`src/hw/rtl/vc_pkg.sv`:
```
// Shared types and constants for the LEB128 varint codec.
package vc_pkg;

  // Largest number of bytes in one encoded value.
  localparam int unsigned MAX_BYTES_DEF = 9;

  // Request codes.
  localparam logic REQ_ENCODE = 1'b0;
  localparam logic REQ_DECODE = 1'b1;

  // Result kinds.
  localparam logic [1:0] KIND_BYTE  = 2'd0;
  localparam logic [1:0] KIND_VALUE = 2'd1;
  localparam logic [1:0] KIND_ERROR = 2'd2;

  typedef struct packed {
    logic        req_type;
    logic [63:0] value;
    logic [7:0]  data_byte;
    logic        buffer_last;
  } in_item_t;

  typedef struct packed {
    logic [1:0]  out_kind;
    logic [7:0]  out_byte;
    logic [62:0] out_value;
    logic [3:0]  out_length;
    logic        run_last;
  } out_item_t;

  // Controller -> datapath.
  typedef struct packed {
    logic load;      // capture the accepted item
    logic enc_step;  // emit next encoded byte (or the range error)
    logic dec_step;  // run one decode step, emit if it has a result
  } cmd_t;

  // Datapath -> controller.
  typedef struct packed {
    logic enc_last;    // the pending encode result is the final one
    logic dec_result;  // the pending decode step produces a result
  } stat_t;

endpackage

```
`src/hw/rtl/vc_datapath.sv`:
```
// Datapath of the varint codec: encode shifter, decode accumulator, result register.
module vc_datapath #(
  parameter int unsigned MAX_BYTES = vc_pkg::MAX_BYTES_DEF
) (
  input  logic             clk_i,
  input  logic             rst_ni,
  input  vc_pkg::in_item_t in_item_i,
  input  vc_pkg::cmd_t     cmd_i,
  output vc_pkg::stat_t    stat_o,
  output vc_pkg::out_item_t out_item_o
);

  localparam logic [3:0] MaxBytes = 4'(MAX_BYTES);

  logic [62:0] shift_q, shift_d;
  logic        big_q;
  logic [7:0]  byte_q;
  logic        blast_q;
  logic [62:0] acc_q, acc_d;
  logic [3:0]  seen_q, seen_d;
  vc_pkg::out_item_t out_q, out_d;

  logic [6:0]  bit_off;
  logic [62:0] acc_new;
  logic [3:0]  seen_inc;
  logic        zero_err, over_err, trunc_err, dec_err, dec_done, enc_more;
  vc_pkg::out_item_t enc_res, dec_res;

  always_comb begin
    // offset = 7 * bytes seen
    bit_off   = {seen_q, 3'b000} - {3'b000, seen_q};
    acc_new   = acc_q | (63'(byte_q[6:0]) << bit_off);
    seen_inc  = seen_q + 4'd1;
    zero_err  = (seen_q != 4'd0) && (byte_q == 8'd0);
    over_err  = (seen_q >= MaxBytes);
    trunc_err = byte_q[7] && ((seen_inc >= MaxBytes) || blast_q);
    dec_err   = zero_err || over_err || trunc_err;
    dec_done  = !zero_err && !over_err && !byte_q[7];

    enc_more  = (shift_q[62:7] != 56'd0);

    enc_res = '0;
    if (big_q) begin
      enc_res.out_kind = vc_pkg::KIND_ERROR;
      enc_res.run_last = 1'b1;
    end else begin
      enc_res.out_kind = vc_pkg::KIND_BYTE;
      enc_res.out_byte = {enc_more, shift_q[6:0]};
      enc_res.run_last = !enc_more;
    end

    dec_res = '0;
    dec_res.run_last = 1'b1;
    if (dec_err) begin
      dec_res.out_kind = vc_pkg::KIND_ERROR;
    end else begin
      dec_res.out_kind   = vc_pkg::KIND_VALUE;
      dec_res.out_value  = acc_new;
      dec_res.out_length = seen_inc;
    end

    stat_o.enc_last   = big_q || !enc_more;
    stat_o.dec_result = dec_err || dec_done;

    shift_d = cmd_i.load ? in_item_i.value[62:0] : (shift_q >> 7);

    acc_d  = acc_q;
    seen_d = seen_q;
    if (cmd_i.dec_step) begin
      if (dec_err || dec_done) begin
        acc_d  = '0;
        seen_d = '0;
      end else begin
        acc_d  = acc_new;
        seen_d = seen_inc;
      end
    end

    out_d = cmd_i.enc_step ? enc_res : dec_res;
  end

  // Item capture, encode shifter and result register.
  always_ff @(posedge clk_i) begin
    if (cmd_i.load) begin
      big_q   <= in_item_i.value[63];
      byte_q  <= in_item_i.data_byte;
      blast_q <= in_item_i.buffer_last;
    end
    if (cmd_i.load || cmd_i.enc_step) begin
      shift_q <= shift_d;
    end
    if (cmd_i.enc_step || (cmd_i.dec_step && stat_o.dec_result)) begin
      out_q <= out_d;
    end
  end

  // Decoder state.
  always_ff @(posedge clk_i or negedge rst_ni) begin
    if (!rst_ni) begin
      acc_q  <= '0;
      seen_q <= '0;
    end else begin
      acc_q  <= acc_d;
      seen_q <= seen_d;
    end
  end

  assign out_item_o = out_q;

endmodule

```
`src/hw/rtl/vc_ctrl.sv`:
```
// Controller of the varint codec: sequencing and both handshakes.
module vc_ctrl (
  input  logic          clk_i,
  input  logic          rst_ni,
  input  logic          in_valid_i,
  input  logic          req_type_i,
  output logic          in_stall_o,
  output logic          out_valid_o,
  input  logic          out_stall_i,
  output vc_pkg::cmd_t  cmd_o,
  input  vc_pkg::stat_t stat_i
);

  localparam logic [1:0] ST_IDLE = 2'd0;
  localparam logic [1:0] ST_ENC  = 2'd1;
  localparam logic [1:0] ST_DEC  = 2'd2;

  logic [1:0] state_q, state_d;
  logic       out_valid_q, out_valid_d;
  logic       slot_free, emit;

  always_comb begin
    slot_free      = !out_valid_q || !out_stall_i;
    in_stall_o     = (state_q != ST_IDLE);
    cmd_o.load     = (state_q == ST_IDLE) && in_valid_i;
    cmd_o.enc_step = (state_q == ST_ENC) && slot_free;
    cmd_o.dec_step = (state_q == ST_DEC) && slot_free;
    emit           = cmd_o.enc_step || (cmd_o.dec_step && stat_i.dec_result);

    if (emit) begin
      out_valid_d = 1'b1;
    end else begin
      out_valid_d = out_valid_q && out_stall_i;
    end

    state_d = state_q;
    case (state_q)
      ST_IDLE: begin
        if (in_valid_i) begin
          state_d = (req_type_i == vc_pkg::REQ_DECODE) ? ST_DEC : ST_ENC;
        end
      end
      ST_ENC: begin
        if (cmd_o.enc_step && stat_i.enc_last) begin
          state_d = ST_IDLE;
        end
      end
      ST_DEC: begin
        if (cmd_o.dec_step) begin
          state_d = ST_IDLE;
        end
      end
      default: state_d = ST_IDLE;
    endcase
  end

  always_ff @(posedge clk_i or negedge rst_ni) begin
    if (!rst_ni) begin
      state_q     <= ST_IDLE;
      out_valid_q <= 1'b0;
    end else begin
      state_q     <= state_d;
      out_valid_q <= out_valid_d;
    end
  end

  assign out_valid_o = out_valid_q;

endmodule

```
`src/hw/rtl/varint_codec_unit.sv`:
```
// Top level of the unsigned LEB128 varint encoder and streaming decoder.
//
// Input channel (in_valid_i / in_stall_o / in_item_i): one item per request.
//   Encode items carry a 64-bit value; decode items carry one byte plus a
//   flag marking the last byte of the buffer.
// Output channel (out_valid_o / out_stall_i / out_item_o): result items.
//   An encode gives 1 to 9 byte items (one error item for values of 2^63
//   and up); a decode byte gives a value item, an error item, or nothing
//   while a number is still open. run_last flags the final result of an item.
// Timing: an item is taken in the idle state; each result then takes its own
//   encode or decode step. The first result follows accept via the state
//   and output registers. The rate is set by the single output register:
//   one result per cycle in an encode run, while the output is not stalled.
// The input is stalled while an item is being worked on. A new item may be
//   taken while the last result still waits in the output register.
// A stalled output freezes the sequencer; nothing is dropped.
// Reset clears the decoder accumulator and byte count, the sequencer and
//   the output valid; no clearing pass is needed.
module varint_codec_unit #(
  parameter int unsigned MAX_BYTES = vc_pkg::MAX_BYTES_DEF
) (
  input  logic              clk_i,
  input  logic              rst_ni,
  input  logic              in_valid_i,
  output logic              in_stall_o,
  input  vc_pkg::in_item_t  in_item_i,
  output logic              out_valid_o,
  input  logic              out_stall_i,
  output vc_pkg::out_item_t out_item_o
);

  vc_pkg::cmd_t  cmd;
  vc_pkg::stat_t stat;

  // Sequencer: idle -> encode (a byte per unstalled cycle) or decode (one step).
  vc_ctrl u_ctrl (
    .clk_i       (clk_i),
    .rst_ni      (rst_ni),
    .in_valid_i  (in_valid_i),
    .req_type_i  (in_item_i.req_type),
    .in_stall_o  (in_stall_o),
    .out_valid_o (out_valid_o),
    .out_stall_i (out_stall_i),
    .cmd_o       (cmd),
    .stat_i      (stat)
  );

  // Shifter, accumulator and result register.
  vc_datapath #(
    .MAX_BYTES (MAX_BYTES)
  ) u_datapath (
    .clk_i      (clk_i),
    .rst_ni     (rst_ni),
    .in_item_i  (in_item_i),
    .cmd_i      (cmd),
    .stat_o     (stat),
    .out_item_o (out_item_o)
  );

endmodule

```
`config.mk`:
```
export PLATFORM = sky130hd
export DESIGN_NAME = varint_codec_unit
export DESIGN_NICKNAME = d
export VERILOG_FILES = /design/src/hw/rtl/vc_pkg.sv /design/src/hw/rtl/vc_datapath.sv /design/src/hw/rtl/vc_ctrl.sv /design/src/hw/rtl/varint_codec_unit.sv
export SDC_FILE = /design/constraint.sdc
export NUM_CORES = 1
export LEC_CHECK = 0
export BUFFER_PORTS_ARGS = -buffer_cell sky130_fd_sc_hd__buf_4
export CAP_MARGIN = 20
export CORE_MARGIN = 2
export CORE_UTILIZATION = 40
export CTS_BUF_LIST = sky130_fd_sc_hd__clkbuf_8 sky130_fd_sc_hd__clkbuf_16
export DETAILED_ROUTE_END_ITERATION = 8
export PLACE_DENSITY = 0.72
export SKIP_LAST_GASP = 1
export SLEW_MARGIN = 10
export SYNTH_ARGS = -nofsm -noshare
export SYNTH_HDL_FRONTEND = slang
export SYNTH_HIERARCHICAL = 1
export SYNTH_SLANG_ARGS = --single-unit
```
`constraint.sdc`:
```
create_clock -name clk_i -period 3.7 [get_ports clk_i]
set_clock_uncertainty 0.1 [all_clocks]
set_input_delay 0.555 -clock clk_i [delete_from_list [all_inputs] [get_ports clk_i]]
set_output_delay 0.555 -clock clk_i [all_outputs]
set_load 0.01 [all_outputs]
```
Word level (Yosys, flattened, before mapping)
Index checks and enable logic that the tools add are counted.

Bits of input ports: 78. Output and inout port bits: 80. Word-level logic and storage cells: 73. Flip-flop bits (word level): 221.

Eq/ne operators: 5. Multiplexer cells: 15. Bitwise operators: 2. Shift operators: 1. Order comparisons: 2. Add/sub/neg operators: 2. Reduce and logical (&&, ||, !) cells: 32.

Operator list (count): 78-bit two-way mux (1); 67-bit two-way mux (1); 63-bit two-way mux (1); 63-bit OR (1); 7-bit by 7-bit left shift with 63-bit output (1); 56-bit two-way mux (1); 56-bit nonzero test (1); 2-bit two-way mux (6); 1-bit logical AND (10); 4-bit >= comparator, second input constant (2); 8-bit logical NOT (1); 1-bit logical OR (8); 8-bit two-way mux (1); 7-bit by 4-bit subtractor with 7-bit output (1); 1-bit logical NOT (6); 2-bit case mux with 3 select lines (1); 4-bit by 1-bit adder with 4-bit output, second input constant (1); 4-bit two-way mux (1); 2-bit != test, second input constant (2); 4-bit nonzero test (1); 2-bit OR reduction (2); 3-bit AND reduction (1); 2-bit by 1-bit equality test with 1-bit output, second input constant (1); 2-bit equality test, second input constant (1); 5 further kinds (6).

Logic depth before layout (Yosys ltp)
Gate-level depths: netlist of the first run.

Depth after elaboration: 9. Gate-level depth with buffers: 11. Depth with buffers taken out: 8.

By module
Netlist of the first run, hierarchy kept.

Modules (own cells, without submodules): vc_datapath (seq. area each 6211.0 um^2, cells an instance 836, times used 1, area an instance 10311.1 um^2); vc_ctrl (seq. area each 75.1 um^2, cells an instance 18, times used 1, area an instance 167.7 um^2).

Worst setup path before layout of the first run
Ideal clock, no wire load.

Path kind: reg2reg. Start: reg u_datapath.seen_q[1]. End: reg u_datapath.out_q, in the netlist u_datapath/out_item_o[0] (enable). Buffers on the path: 2. Stages on the path, launching flop included: 10. Path slack: -370 ps. Required time: 2819 ps. Period minus slack after synthesis: 4070 ps. Library setup time: 781 ps. Data arrival time: 3190 ps. Cells stage by stage: dfrtp_1 -> buf_6 -> buf_4 -> inv_1 -> ha_1 -> nor2b_1 -> o311ai_1 -> a21o_1 -> o21ai_1 -> nand2_1.

Longest elaborated chain between the ends: 8. Elaborated cells on any way between the ends: 16. Those cells by class: 1 x add/sub; 2 x order compare; 13 x reduce/logical.

RTL lines: from (decl) (RTL line vc_datapath.sv:20) `logic [3:0] seen_q, seen_d;`; from (signal assigned) (RTL line vc_datapath.sv:104) `seen_q <= seen_d;`; 4-bit by 1-bit adder with 4-bit output / 4-bit nonzero test (equally long branches) (RTL line vc_datapath.sv:33, vc_datapath.sv:34); 4-bit >= comparator / 1-bit logical AND (equally long branches) (RTL line vc_datapath.sv:36, vc_datapath.sv:34); 1-bit logical OR / 1-bit logical NOT (equally long branches) (RTL line vc_datapath.sv:36, vc_datapath.sv:38); 1-bit logical AND, on equally long branches (RTL line vc_datapath.sv:36, vc_datapath.sv:38); 1-bit logical OR / 1-bit logical AND (equally long branches) (RTL line vc_datapath.sv:37, vc_datapath.sv:38); 1-bit logical OR (*) (RTL line vc_datapath.sv:63) `stat_o.dec_result = dec_err || dec_done;`; 1-bit logical AND (*) (RTL line vc_datapath.sv:92) `if (cmd_i.enc_step || (cmd_i.dec_step && stat_o.dec_result)) begin`; 1-bit logical OR (*) (RTL line vc_datapath.sv:92); to (signal assigned) (RTL line vc_datapath.sv:93) `out_q <= out_d;`; to (decl) (RTL line vc_datapath.sv:21) `vc_pkg::out_item_t out_q, out_d;`.

Every way passes the cells marked *; elsewhere a longest branch is shown, timed or not. A chain may end at the register's enable or synchronous reset.

Worst setup path after layout of the first run
Start: reg u_datapath.seen_q[0]. End: reg u_datapath.acc_q[47].

Longest elaborated chain between the ends: 7. Elaborated cells on any way between the ends: 18. Those cells by class: 2 x add/sub; 2 x order compare; 1 x shift; 1 x mux; 1 x bitwise; 11 x reduce/logical.

RTL lines: 4-bit by 1-bit adder with 4-bit output / 4-bit nonzero test (equally long branches) (RTL line vc_datapath.sv:33, vc_datapath.sv:34); 4-bit >= comparator / 1-bit logical AND (equally long branches) (RTL line vc_datapath.sv:36, vc_datapath.sv:34); 1-bit logical OR / 1-bit logical NOT (equally long branches) (RTL line vc_datapath.sv:36, vc_datapath.sv:38); 1-bit logical AND, on equally long branches (RTL line vc_datapath.sv:36, vc_datapath.sv:38); 1-bit logical OR / 1-bit logical AND (equally long branches) (RTL line vc_datapath.sv:37, vc_datapath.sv:38); 1-bit logical OR (RTL line vc_datapath.sv:70) `if (dec_err || dec_done) begin`; 63-bit two-way mux (*) (RTL line vc_datapath.sv:70); to (signal assigned) (RTL line vc_datapath.sv:100) `acc_q <= '0;`; to (signal assigned) (RTL line vc_datapath.sv:103) `acc_q <= acc_d;`; to (decl) (RTL line vc_datapath.sv:19) `logic [62:0] acc_q, acc_d;`.

Marks and branches as above.

==> metrics.txt, run 1 <==
# TYPE chip_impl_metric gauge
chip_impl_metric{name="worst_slew_margin_rel",unit=""} 0.369
chip_impl_info{name="cp-start-kind",value="flop"} 1
chip_impl_metric{name="yosys_register_bits",unit=""} 221
chip_impl_metric{name="ir_worst_vdd",unit="uV"} 528
chip_impl_metric{name="grt_first_pass_wirelength",unit="mm"} 42.6
chip_impl_metric{name="via_count_of_the_first_global_routing_pass",unit=""} 7507
chip_impl_metric{name="core_region_area",unit="um2"} 25900
chip_impl_metric{name="clock_latency",unit="ns"} 0.51
chip_impl_metric{name="final_number_of_max_transition_violations",unit=""} 0
chip_impl_metric{name="start_util",unit=""} 0.404
chip_impl_metric{name="setup_viol",unit=""} 0
chip_impl_metric{name="fin_hold_viols",unit=""} 0
chip_impl_metric{name="clock_tree.buffer_depth",unit=""} 3
chip_impl_metric{name="setup-tns-final",unit="ns"} 0
chip_impl_metric{name="final_core_utilization",unit=""} 0.498
chip_impl_metric{name="gp_congestion",unit=""} 0.899
chip_impl_metric{name="fp-row-count",unit=""} 59
chip_impl_metric{name="power-per-cell-area",unit="nW/um2"} 965
chip_impl_metric{name="post-cts-setup-buffer-count",unit=""} 0
chip_impl_metric{name="die_x",unit="um"} 166
chip_impl_metric{name="cts_resized",unit=""} 0
chip_impl_metric{name="areaGrowthSynthToFinish",unit="%"} 23.2
chip_impl_metric{name="finish.net_count",unit=""} 1104
chip_impl_info{name="timing.critical_path.to_type",value="flop"} 1
chip_impl_metric{name="drcViolationCount",unit=""} 0
chip_impl_info{name="grt_setup_unrepaired",value="false"} 1
chip_impl_metric{name="floorplan.die_area",unit="um2"} 27500
chip_impl_info{name="worst_path_max_delay_cell",value="ha_1"} 1
chip_impl_metric{name="power_switching",unit="W"} 0.00494
chip_impl_info{name="cts_tree",value="built"} 1
chip_impl_metric{name="met3_length",unit="mm"} 2.66
chip_impl_metric{name="period_share",unit=""} 0.889
chip_impl_metric{name="period_minus_slack",unit="ns"} 3.29
chip_impl_metric{name="power.combinational.fraction",unit=""} 0.453
chip_impl_metric{name="synth_enable_flop_cells",unit=""} 151
chip_impl_info{name="root_driver",value="clkbuf_16"} 1
chip_impl_metric{name="pwr-share-clk",unit=""} 0.191
chip_impl_info{name="synth-main-ff-cell",value="edfxtp_1"} 1
chip_impl_info{name="synth.cells.most_frequent",value="edfxtp_1 (151), nor2_1 (102), a21oi_1 (95)"} 1
chip_impl_metric{name="route.met2.wl",unit="mm"} 12.2
chip_impl_metric{name="post_synth_instance_area",unit="um2"} 10500
chip_impl_metric{name="grt_antenna_before_repair",unit=""} 0
chip_impl_metric{name="yosys_warnings",unit=""} 6
chip_impl_metric{name="worst-path-max-fanout",unit=""} 23
chip_impl_metric{name="totalWireLength",unit="mm"} 27.0
chip_impl_metric{name="grt_overflow",unit=""} 0
chip_impl_metric{name="diodes",unit=""} 0
chip_impl_metric{name="p_leak",unit="nW"} 5.14
chip_impl_metric{name="drtAntennaViolNets",unit=""} 0
chip_impl_metric{name="grt_start_max_net_pins",unit=""} 71
chip_impl_metric{name="critical-path-max-stage-delay",unit="ns"} 0.80
chip_impl_metric{name="globalRouteTotalUtil",unit=""} 0.192
chip_impl_metric{name="via_count",unit=""} 7707
chip_impl_metric{name="cellInternalPower",unit="W"} 0.00753
chip_impl_metric{name="num-fill-cells",unit=""} 2273
chip_impl_metric{name="synthCells",unit=""} 854
chip_impl_metric{name="synth_seq_area_share",unit=""} 0.600
chip_impl_metric{name="worstPathArrival",unit="ns"} 3.62
chip_impl_metric{name="avg_synthesized_cell_area",unit="um2"} 12.3
chip_impl_metric{name="worst_slew_pin_slew",unit="ns"} 0.947
chip_impl_info{name="highest-signal-layer",value="met4"} 1
chip_impl_metric{name="cts.sinks",unit=""} 221
chip_impl_metric{name="layout-drive-gt1-share",unit=""} 0.317
chip_impl_metric{name="synth_async_sr_flop_share",unit=""} 0.317
chip_impl_metric{name="multi_input_combinational_cell_area",unit="um2"} 3850
chip_impl_metric{name="fmaxAchievable",unit="GHz"} 0.304
chip_impl_metric{name="clkTransAtPathRegs",unit="ns"} 0.06
chip_impl_info{name="critical_path_class",value="flop to flop"} 1
chip_impl_info{name="synth_area_leader_cell",value="edfxtp_1"} 1
chip_impl_metric{name="drv.max_cap_violation_count",unit=""} 0
chip_impl_metric{name="cts_hold_buffers",unit=""} 0
chip_impl_metric{name="final-seq-area",unit="um2"} 6290
chip_impl_metric{name="drt_pre_antenna_iters",unit=""} 5
chip_impl_metric{name="cts_made_buffers",unit=""} 24
chip_impl_metric{name="drt_first_iter_violations",unit=""} 717
chip_impl_info{name="path_category_of_the_worst_min_delay_check",value="primary input to asynchronous set/reset pin"} 1
chip_impl_metric{name="drt-wirelength-per-cell",unit="um"} 19.6
chip_impl_metric{name="mappedNetlistNets",unit=""} 937
chip_impl_info{name="synth_area_leaders",value="edfxtp_1 (43%), dfrtp_1 (17%), mux2_2 (6.4%), a21oi_1 (4.5%), nor2_1 (3.7%)"} 1
chip_impl_metric{name="wl_on_met1",unit="mm"} 11.5
chip_impl_info{name="outcome",value="complete, no violations"} 1
chip_impl_metric{name="switching_share",unit=""} 0.396
chip_impl_metric{name="cts_htree_levels",unit=""} 1
chip_impl_metric{name="sequential_cell_fraction_of_total_power",unit=""} 0.356
chip_impl_metric{name="floorplan.die.height",unit="um"} 166
chip_impl_info{name="critical_path.cell_chain",value="ha_1 -> nand3b_1 -> a211o_1 -> a2111oi_4 -> a21oi_1 -> nor2_1"} 1
chip_impl_metric{name="dp_hpwl",unit="mm"} 18.8
chip_impl_metric{name="required",unit="ns"} 4.03
chip_impl_info{name="yosysMostFrequentCell",value="edfxtp_1"} 1
chip_impl_metric{name="via_per_inst",unit=""} 5.61
chip_impl_metric{name="ioPinCount",unit=""} 158
chip_impl_metric{name="yosysTopAreaCellShare",unit=""} 0.433
chip_impl_metric{name="synth.distinct_cells",unit=""} 82
chip_impl_metric{name="io_buffer_count",unit=""} 157
[metal layers]
layer	up-vias	track usage
met5	-	0
met4	0	0.0480
met3	45	0.0515
met2	351	0.295
met1	3757	0.271
li1	3554	-
[registers in the layout, summed over array words and instances, names as in the netlist]
name                   flops
u_ctrl/out_valid_o         1
u_ctrl/state_q             2
u_datapath/acc_q          63
u_datapath/big_q           1
u_datapath/blast_q         1
u_datapath/byte_q          8
u_datapath/out_item_o     78
u_datapath/seen_q          4
u_datapath/shift_q        63
[cell type report]
class | instances | area share
clock buffer | 28 | 0.0516
clock inverter | 16 | 0.00930
inverter | 26 | 0.00756
multi-input combinational | 558 | 0.298
sequential | 221 | 0.487
tap | 335 | 0.0325
timing repair buffer | 190 | 0.114
[cells in the final DEF, fill, tap and decap left out, types with 6 or more instances in the layout]
master     instances
nand3_1           12
and3_1            11
clkbuf_16         25
nor4_1            20
mux2_2            60
edfxtp_1         151
o21ai_0            9
dfrtp_1           70
buf_4            186
o21ai_1            7
a31oi_1            6
inv_1             32
nand2_1           35
a211oi_1          12
a211oi_2           6
a21oi_1           95
and2_1            14
o211a_1            9
nor3_1            20
a22oi_1           12
nor2_1           101
[metrics by stage]
step                setup slack [ns]  power [W]  hold slack, ns  instances  cell area [um2]
floorplan                      0.389    0.00799           0.159        854            10500
global placement               0.546    0.00999           0.376       1330            12100
detailed placement             0.504     0.0101           0.384       1330            12100
CTS                            0.459     0.0125          0.0995       1374            12900
finish                         0.410     0.0125          0.0592       1374            12900
global route                   0.140     0.0132           0.100       1374            12900
[critical path, delay by kind of cell, from the launching register on]
family	cells	cell delay, ns
AO/OA/AOI/OAI	3	1.44
adder cells (fa/ha/maj)	1	0.80
flip-flops	1	0.53
AND/OR/NAND/NOR	2	0.31
[power by group through the flow]
stage               combinational [W]  clock, W  sequential (W)
floorplan                     0.00345         0         0.00454
global placement              0.00553         0         0.00446
detailed placement            0.00558         0         0.00449
CTS                           0.00561   0.00243         0.00445
global route                  0.00610   0.00252         0.00455
finish                        0.00565   0.00238         0.00444
[path summary, 6_finish.rpt]
| path | to | cells past startpoint | from | slack, ns |
|---|---|---|---|---|
| setup / recovery | u_datapath/acc_q[47]$_DFFE_PN0P_ | 6 | u_datapath/seen_q[0]$_DFFE_PN0P_ | 0.41 |
| hold / removal | u_datapath/seen_q[0]$_DFFE_PN0P_ | 1 | rst_ni | 0.06 |
| setup reg to reg | u_datapath/acc_q[47]$_DFFE_PN0P_ | 6 | u_datapath/seen_q[0]$_DFFE_PN0P_ | 0.41 |
| hold reg to reg | u_datapath/acc_q[8]$_DFFE_PN0P_ | 2 | u_datapath/acc_q[8]$_DFFE_PN0P_ | 0.39 |
| max in group asynchronous | u_datapath/acc_q[27]$_DFFE_PN0P_ | 1 | rst_ni | 2.78 |
| min in group clk_i | u_datapath/byte_q[6]$_DFFE_PP_ | 1 | in_item_i[7] | 0.13 |
[logic make-up after synthesis]
family,after synthesis,synth area share
fa+ha+maj,5,0.00597
compound gates,214,0.143
mux,70,0.0800
buf+inv,75,0.0344
flops,221,0.600
xor+xnor,5,0.00490
simple gates,264,0.132
No activity file was read; power rests on OpenSTA's default activity.
==> run 2, diff against run 1 <==
--- a/config.mk
+++ b/config.mk
@@ -5,13 +5,13 @@
 export SDC_FILE = /design/constraint.sdc
 export NUM_CORES = 1
 export LEC_CHECK = 0
+export ABC_CLOCK_PERIOD_IN_PS = 3700
 export BUFFER_PORTS_ARGS = -buffer_cell sky130_fd_sc_hd__buf_4
 export CAP_MARGIN = 20
 export CORE_MARGIN = 2
 export CORE_UTILIZATION = 40
 export CTS_BUF_LIST = sky130_fd_sc_hd__clkbuf_8 sky130_fd_sc_hd__clkbuf_16
 export DETAILED_ROUTE_END_ITERATION = 8
-export PLACE_DENSITY = 0.72
 export SKIP_LAST_GASP = 1
 export SLEW_MARGIN = 10
 export SYNTH_ARGS = -nofsm -noshare
==> metrics.txt, run 2 (same netlist as run 1, synthesis figures left out) <==
# TYPE chip_impl_metric gauge
chip_impl_metric{name="gp_congestion",unit=""} 0.882
chip_impl_metric{name="period_share",unit=""} 0.882
chip_impl_metric{name="fmaxAchievable",unit="GHz"} 0.306
chip_impl_metric{name="largest_reg_flops",unit=""} 78
chip_impl_metric{name="via_per_inst",unit=""} 5.42
chip_impl_metric{name="via_count",unit=""} 7411
chip_impl_metric{name="grt_first_pass_wirelength",unit="mm"} 41.2
chip_impl_info{name="critical_path_class",value="flop to flop"} 1
chip_impl_metric{name="period_minus_slack",unit="ns"} 3.26
chip_impl_metric{name="grt_start_max_net_pins",unit=""} 74
chip_impl_metric{name="dp_cells",unit=""} 1324
chip_impl_metric{name="dp_hpwl",unit="mm"} 18.1
chip_impl_metric{name="drt-wirelength-per-cell",unit="um"} 19.1
chip_impl_metric{name="setup_viol",unit=""} 0
chip_impl_metric{name="floorplan.die.height",unit="um"} 166
chip_impl_metric{name="drcViolationCount",unit=""} 0
chip_impl_metric{name="fin_hold_viols",unit=""} 0
chip_impl_metric{name="clkTransAtPathRegs",unit="ns"} 0.06
chip_impl_metric{name="p_leak",unit="nW"} 5.09
chip_impl_metric{name="worstPathBufferInverterCount",unit=""} 1
chip_impl_metric{name="drv.max_cap_violation_count",unit=""} 0
chip_impl_metric{name="ioPinCount",unit=""} 158
chip_impl_metric{name="worst-path-max-fanout",unit=""} 23
chip_impl_metric{name="die_x",unit="um"} 166
chip_impl_metric{name="via_count_of_the_first_global_routing_pass",unit=""} 7216
chip_impl_info{name="worst_path_dominant_cell_family",value="simple AND/OR/NAND/NOR gates"} 1
chip_impl_info{name="cts_tree",value="built"} 1
chip_impl_metric{name="floorplan.die_area",unit="um2"} 27500
chip_impl_info{name="most-common-layout-cells",value="buf_4 (181), edfxtp_1 (151), nor2_1 (101)"} 1
chip_impl_metric{name="io_buffer_count",unit=""} 157
chip_impl_metric{name="clock_tree.buffer_depth",unit=""} 3
chip_impl_metric{name="cts_hold_buffers",unit=""} 0
chip_impl_info{name="timing.critical_path.to_type",value="flop"} 1
chip_impl_metric{name="areaGrowthSynthToFinish",unit="%"} 22.7
chip_impl_metric{name="pwr-share-clk",unit=""} 0.190
chip_impl_metric{name="final.hold.worst_slack",unit="ns"} 0.0438
chip_impl_info{name="worst_path_max_delay_cell",value="nor4_4"} 1
chip_impl_info{name="path_category_of_the_worst_min_delay_check",value="primary input to asynchronous set/reset pin"} 1
chip_impl_metric{name="sequential_cell_fraction_of_total_power",unit=""} 0.360
chip_impl_info{name="grt_setup_unrepaired",value="false"} 1
chip_impl_metric{name="num-fill-cells",unit=""} 2353
chip_impl_metric{name="power_switching",unit="W"} 0.00487
chip_impl_metric{name="clock_latency",unit="ns"} 0.51
chip_impl_metric{name="grt_overflow",unit=""} 0
chip_impl_metric{name="final_number_of_max_transition_violations",unit=""} 0
chip_impl_metric{name="layout-drive-gt1-share",unit=""} 0.315
chip_impl_metric{name="drtAntennaViolNets",unit=""} 0
chip_impl_metric{name="worst_slew_pin_slew",unit="ns"} 0.961
chip_impl_metric{name="cellInternalPower",unit="W"} 0.00745
chip_impl_info{name="root_driver",value="clkbuf_16"} 1
chip_impl_info{name="critical_path.cell_chain",value="buf_4 -> ha_1 -> nand3b_1 -> a211o_1 -> nor4_4 -> a21oi_1 -> nor2_1"} 1
chip_impl_metric{name="power-per-cell-area",unit="nW/um2"} 958
chip_impl_metric{name="ir_worst_vdd",unit="uV"} 420
chip_impl_metric{name="multi_input_combinational_cell_area",unit="um2"} 3850
chip_impl_metric{name="cts_htree_levels",unit=""} 1
chip_impl_metric{name="grt_antenna_before_repair",unit=""} 1
chip_impl_metric{name="fin_cells",unit=""} 1367
chip_impl_metric{name="globalRouteTotalUtil",unit=""} 0.186
chip_impl_metric{name="cts.sinks",unit=""} 221
chip_impl_metric{name="worst_slew_margin_rel",unit=""} 0.360
chip_impl_metric{name="diodes",unit=""} 0
chip_impl_metric{name="fp-row-count",unit=""} 59
chip_impl_metric{name="drt_first_iter_violations",unit=""} 588
chip_impl_metric{name="critical-path-max-stage-delay",unit="ns"} 0.78
chip_impl_metric{name="totalWireLength",unit="mm"} 26.1
chip_impl_info{name="layout_commonest_cell",value="buf_4"} 1
chip_impl_metric{name="setup-tns-final",unit="ns"} 0
chip_impl_metric{name="post-cts-setup-buffer-count",unit=""} 0
chip_impl_info{name="cp-start-kind",value="flop"} 1
chip_impl_metric{name="drt_pre_antenna_iters",unit=""} 5
chip_impl_metric{name="final-seq-area",unit="um2"} 6290
chip_impl_metric{name="worstPathArrival",unit="ns"} 3.60
chip_impl_metric{name="switching_share",unit=""} 0.395
chip_impl_metric{name="cts_resized",unit=""} 0
chip_impl_metric{name="cts_made_buffers",unit=""} 24
chip_impl_metric{name="power.combinational.fraction",unit=""} 0.450
chip_impl_metric{name="start_util",unit=""} 0.404
chip_impl_info{name="outcome",value="complete, no violations"} 1
chip_impl_metric{name="required",unit="ns"} 4.04
chip_impl_metric{name="finish.net_count",unit=""} 1098
chip_impl_metric{name="core_region_area",unit="um2"} 25900
-- run 2: power groups by stage --
| stage | Combinational [W] | Sequential (W) | Clock, W |
|---|---|---|---|
| 4_1_cts | 0.00550 | 0.00445 | 0.00240 |
| 5_1_grt | 0.00598 | 0.00455 | 0.00249 |
| 2_1_floorplan | 0.00345 | 0.00454 | 0 |
| 3_3_place_gp | 0.00548 | 0.00448 | 0 |
| 6_report | 0.00554 | 0.00444 | 0.00234 |
| 3_5_place_dp | 0.00548 | 0.00448 | 0 |
-- run 2: through the flow --
step	area (um2)	utilization	total power, W	setup WS [ns]
2_1_floorplan	10500	-	0.00799	0.389
5_1_grt	12900	0.496	0.0130	0.0820
6_report	12900	0.496	0.0123	0.436
3_5_place_dp	12100	0.466	0.00997	0.462
3_3_place_gp	12100	0.466	0.00995	0.478
4_1_cts	12900	0.496	0.0124	0.446
-- run 2: final cells by class --
class,count,share of cell area
Multi-Input combinational cell,558,0.299
Tap cell,335,0.0326
Sequential cell,221,0.489
Clock inverter,15,0.00896
Inverter,26,0.00759
Timing Repair Buffer,184,0.110
Clock buffer,28,0.0519
-- run 2: per-layer routing --
| layer | GRT usage | vias up | part of all wire |
|---|---|---|---|
| met1 | 0.261 | 3574 | 0.45 |
| met3 | 0.0527 | 50 | 0.078 |
| met2 | 0.286 | 235 | 0.45 |
| li1 | - | 3550 | - |
| met5 | 0 | - | 0.00050 |
| met4 | 0.0495 | 2 | 0.025 |
-- run 2: final timing paths --
kind | endpoint | cells after the start | start | slack [ns]
setup / recovery | u_datapath/acc_q[9]$_DFFE_PN0P_ | 7 | u_datapath/seen_q[0]$_DFFE_PN0P_ | 0.44
hold / removal | u_ctrl/out_valid_o$_DFF_PN0_ | 1 | rst_ni | 0.04
setup reg to reg | u_datapath/acc_q[9]$_DFFE_PN0P_ | 7 | u_datapath/seen_q[0]$_DFFE_PN0P_ | 0.44
hold reg to reg | u_datapath/acc_q[6]$_DFFE_PN0P_ | 2 | u_datapath/acc_q[6]$_DFFE_PN0P_ | 0.40
max in group asynchronous | u_datapath/acc_q[29]$_DFFE_PN0P_ | 1 | rst_ni | 2.78
min in group clk_i | u_datapath/byte_q[6]$_DFFE_PP_ | 1 | in_item_i[7] | 0.12
==> run 3, diff against run 2 <==
--- a/config.mk
+++ b/config.mk
@@ -10,8 +10,9 @@
 export CAP_MARGIN = 20
 export CORE_MARGIN = 2
 export CORE_UTILIZATION = 40
-export CTS_BUF_LIST = sky130_fd_sc_hd__clkbuf_8 sky130_fd_sc_hd__clkbuf_16
+export CTS_BUF_LIST = sky130_fd_sc_hd__clkbuf_8
 export DETAILED_ROUTE_END_ITERATION = 8
+export RECOVER_POWER = 100
 export SKIP_LAST_GASP = 1
 export SLEW_MARGIN = 10
 export SYNTH_ARGS = -nofsm -noshare
==> metrics.txt, run 3 (same netlist as run 1, synthesis figures left out) <==
# TYPE chip_impl_metric gauge
chip_impl_info{name="outcome",value="finished with violations"} 1
chip_impl_info{name="violations",value="capacitance limit, slew limit"} 1
chip_impl_metric{name="drv.max_cap_violation_count",unit=""} 3
chip_impl_info{name="critical_path_class",value="flop to flop"} 1
chip_impl_metric{name="period_minus_slack",unit="ns"} 3.38
chip_impl_info{name="path_category_of_the_worst_min_delay_check",value="primary input to flop"} 1
chip_impl_info{name="worst_path_max_delay_cell",value="o221ai_1"} 1
chip_impl_metric{name="worst-path-max-fanout",unit=""} 23
chip_impl_metric{name="required",unit="ns"} 3.97
chip_impl_info{name="critical_path.cell_chain",value="buf_4 -> ha_1 -> clkbuf_1 -> o31ai_1 -> nand2_1 -> o221ai_1 -> a21oi_1 -> nor2_1"} 1
chip_impl_metric{name="cts_made_buffers",unit=""} 38
chip_impl_metric{name="drt-wirelength-per-cell",unit="um"} 18.9
chip_impl_metric{name="critical-path-max-stage-delay",unit="ns"} 0.87
chip_impl_metric{name="clock_latency",unit="ns"} 0.54
chip_impl_metric{name="setup_viol",unit=""} 0
chip_impl_metric{name="setup-tns-final",unit="ns"} 0
chip_impl_metric{name="grt_start_max_net_pins",unit=""} 74
chip_impl_metric{name="via_count",unit=""} 7484
chip_impl_info{name="worst_path_dominant_cell_family",value="compound AO/OA/AOI/OAI gates"} 1
chip_impl_metric{name="worstPathBufferInverterCount",unit=""} 2
chip_impl_info{name="globalRoute.busiestLayer",value="met2"} 1
chip_impl_info{name="timing.critical_path.to_type",value="flop"} 1
chip_impl_metric{name="cts_htree_levels",unit=""} 2
chip_impl_metric{name="postLayoutSetupSlackWorst",unit="ns"} 0.321
chip_impl_metric{name="core_region_area",unit="um2"} 25900
chip_impl_metric{name="die_x",unit="um"} 166
chip_impl_metric{name="areaGrowthSynthToFinish",unit="%"} 17.9
chip_impl_metric{name="worst_slew_margin_rel",unit=""} -0.272
chip_impl_metric{name="drtAntennaViolNets",unit=""} 0
chip_impl_metric{name="drt_first_iter_violations",unit=""} 556
chip_impl_metric{name="drcViolationCount",unit=""} 0
chip_impl_metric{name="post-cts-setup-buffer-count",unit=""} 0
chip_impl_metric{name="largest_reg_flops",unit=""} 78
chip_impl_metric{name="globalRouteMet3Util",unit=""} 0.0610
chip_impl_metric{name="grt_first_pass_wirelength",unit="mm"} 41.4
chip_impl_metric{name="io_buffer_count",unit=""} 157
chip_impl_metric{name="cts.sinks",unit=""} 221
chip_impl_metric{name="power-per-cell-area",unit="nW/um2"} 936
chip_impl_metric{name="final_number_of_max_transition_violations",unit=""} 167
chip_impl_metric{name="fin_hold_viols",unit=""} 0
chip_impl_metric{name="start_util",unit=""} 0.404
chip_impl_metric{name="grt_overflow",unit=""} 0
chip_impl_metric{name="layout-drive-gt1-share",unit=""} 0.230
chip_impl_metric{name="grt_antenna_before_repair",unit=""} 1
chip_impl_metric{name="fp-row-count",unit=""} 59
chip_impl_info{name="root_driver",value="clkbuf_8"} 1
chip_impl_metric{name="drt_pre_antenna_iters",unit=""} 5
chip_impl_info{name="cp-start-kind",value="flop"} 1
chip_impl_metric{name="cts_hold_buffers",unit=""} 0
chip_impl_metric{name="dp_hpwl",unit="mm"} 18.1
chip_impl_metric{name="via_per_inst",unit=""} 5.37
chip_impl_metric{name="placement.cell_area",unit="um2"} 12100
chip_impl_metric{name="global_route.usage.met1",unit=""} 0.261
chip_impl_metric{name="post-place-ws",unit="ns"} 0.462
chip_impl_metric{name="fmaxAchievable",unit="GHz"} 0.296
chip_impl_metric{name="finish.net_count",unit=""} 1112
chip_impl_metric{name="via_count_of_the_first_global_routing_pass",unit=""} 7364
chip_impl_metric{name="cts_resized",unit=""} 0
chip_impl_metric{name="floorplan.die_area",unit="um2"} 27500
chip_impl_metric{name="ir_worst_vdd",unit="uV"} 399
chip_impl_metric{name="num-fill-cells",unit=""} 2450
chip_impl_metric{name="worstPathArrival",unit="ns"} 3.65
chip_impl_metric{name="ioPinCount",unit=""} 158
chip_impl_metric{name="totalWireLength",unit="mm"} 26.4
chip_impl_info{name="cts_tree",value="built"} 1
chip_impl_metric{name="gp_congestion",unit=""} 0.882
chip_impl_info{name="grt_setup_unrepaired",value="false"} 1
chip_impl_metric{name="period_share",unit=""} 0.913
chip_impl_info{name="most-common-layout-cells",value="edfxtp_1 (151), nor2_1 (103), a21oi_1 (95)"} 1
chip_impl_metric{name="p_leak",unit="nW"} 4.78
chip_impl_metric{name="use_met2",unit=""} 0.286
chip_impl_metric{name="clock_tree.buffer_depth",unit=""} 3
chip_impl_metric{name="diodes",unit=""} 0
chip_impl_metric{name="finalInstanceArea",unit="um2"} 12400
chip_impl_metric{name="floorplan.die.height",unit="um"} 166
chip_impl_metric{name="worst_slew_pin_slew",unit="ns"} 1.91
chip_impl_metric{name="globalRouteTotalUtil",unit=""} 0.188
chip_impl_info{name="layout_commonest_cell",value="edfxtp_1"} 1
chip_impl_metric{name="clkTransAtPathRegs",unit="ns"} 0.06
==> run 3: report_power, final <==
part / internal (W) / switching [W] / total [W]
logic: 0.00171 / 0.00341 / 0.00513
registers: 0.00398 / 0.000452 / 0.00444
clock network: 0.00103 / 0.000969 / 0.00200
==> run 3: cell type report <==
| type | instances | area, um2 | area share |
|---|---|---|---|
| flip-flops and latches | 221 | 6290 | 0.509 |
| multi-input cells | 558 | 3790 | 0.306 |
| repair buffers | 184 | 1070 | 0.0868 |
| clock buffers | 41 | 564 | 0.0457 |
| well taps | 335 | 419 | 0.0339 |
| clock inverters | 29 | 133 | 0.0107 |
| inverters | 26 | 97.6 | 0.00790 |
==> run 3: metrics by stage <==
stage	hold WS, ns	total power (W)	utilization	instances
after global routing	0.0900	0.0123	0.477	1394
after CTS	0.0698	0.0120	0.493	1394
after floorplan	0.159	0.00799	-	854
final	0.119	0.0116	0.477	1394
after detailed placement	0.383	0.00997	0.466	1324
after global placement	0.375	0.00995	0.466	1324
==> run 3: final timing paths <==
path                                                  startpoint                                 endpoint  slack, ns  cells past startpoint
worst min register to register   u_datapath/acc_q[4]$_DFFE_PN0P_          u_datapath/acc_q[4]$_DFFE_PN0P_       0.39                      2
worst max register to register  u_datapath/seen_q[0]$_DFFE_PN0P_  u_datapath/out_item_o[45]$_SDFFCE_PP0P_       0.32                      8
worst max-delay path            u_datapath/seen_q[0]$_DFFE_PN0P_  u_datapath/out_item_o[45]$_SDFFCE_PP0P_       0.32                      8
min in group asynchronous                                 rst_ni            u_ctrl/state_q[1]$_DFFE_PN0P_       0.41                      1
worst min-delay path                                in_item_i[4]           u_datapath/byte_q[3]$_DFFE_PP_       0.12                      1
max in group asynchronous                                 rst_ni         u_datapath/acc_q[62]$_DFFE_PN0P_       1.90                      1
==> run 3: worst reg2reg max path, cell delays in order, from the launching register on <==
cell and delay (ns):
dfrtp_1 0.40, buf_4 0.19, ha_1 0.56, clkbuf_1 0.25
o31ai_1 0.19, nand2_1 0.37, o221ai_1 0.87, a21oi_1 0.14
nor2_1 0.14
==> run 3: per-layer routing <==
metal  share of wire  vias up
li1                -     3579
met1            0.44     3567
met2            0.45      291
met3           0.090       45
met4           0.020        2
met5         0.00049        -
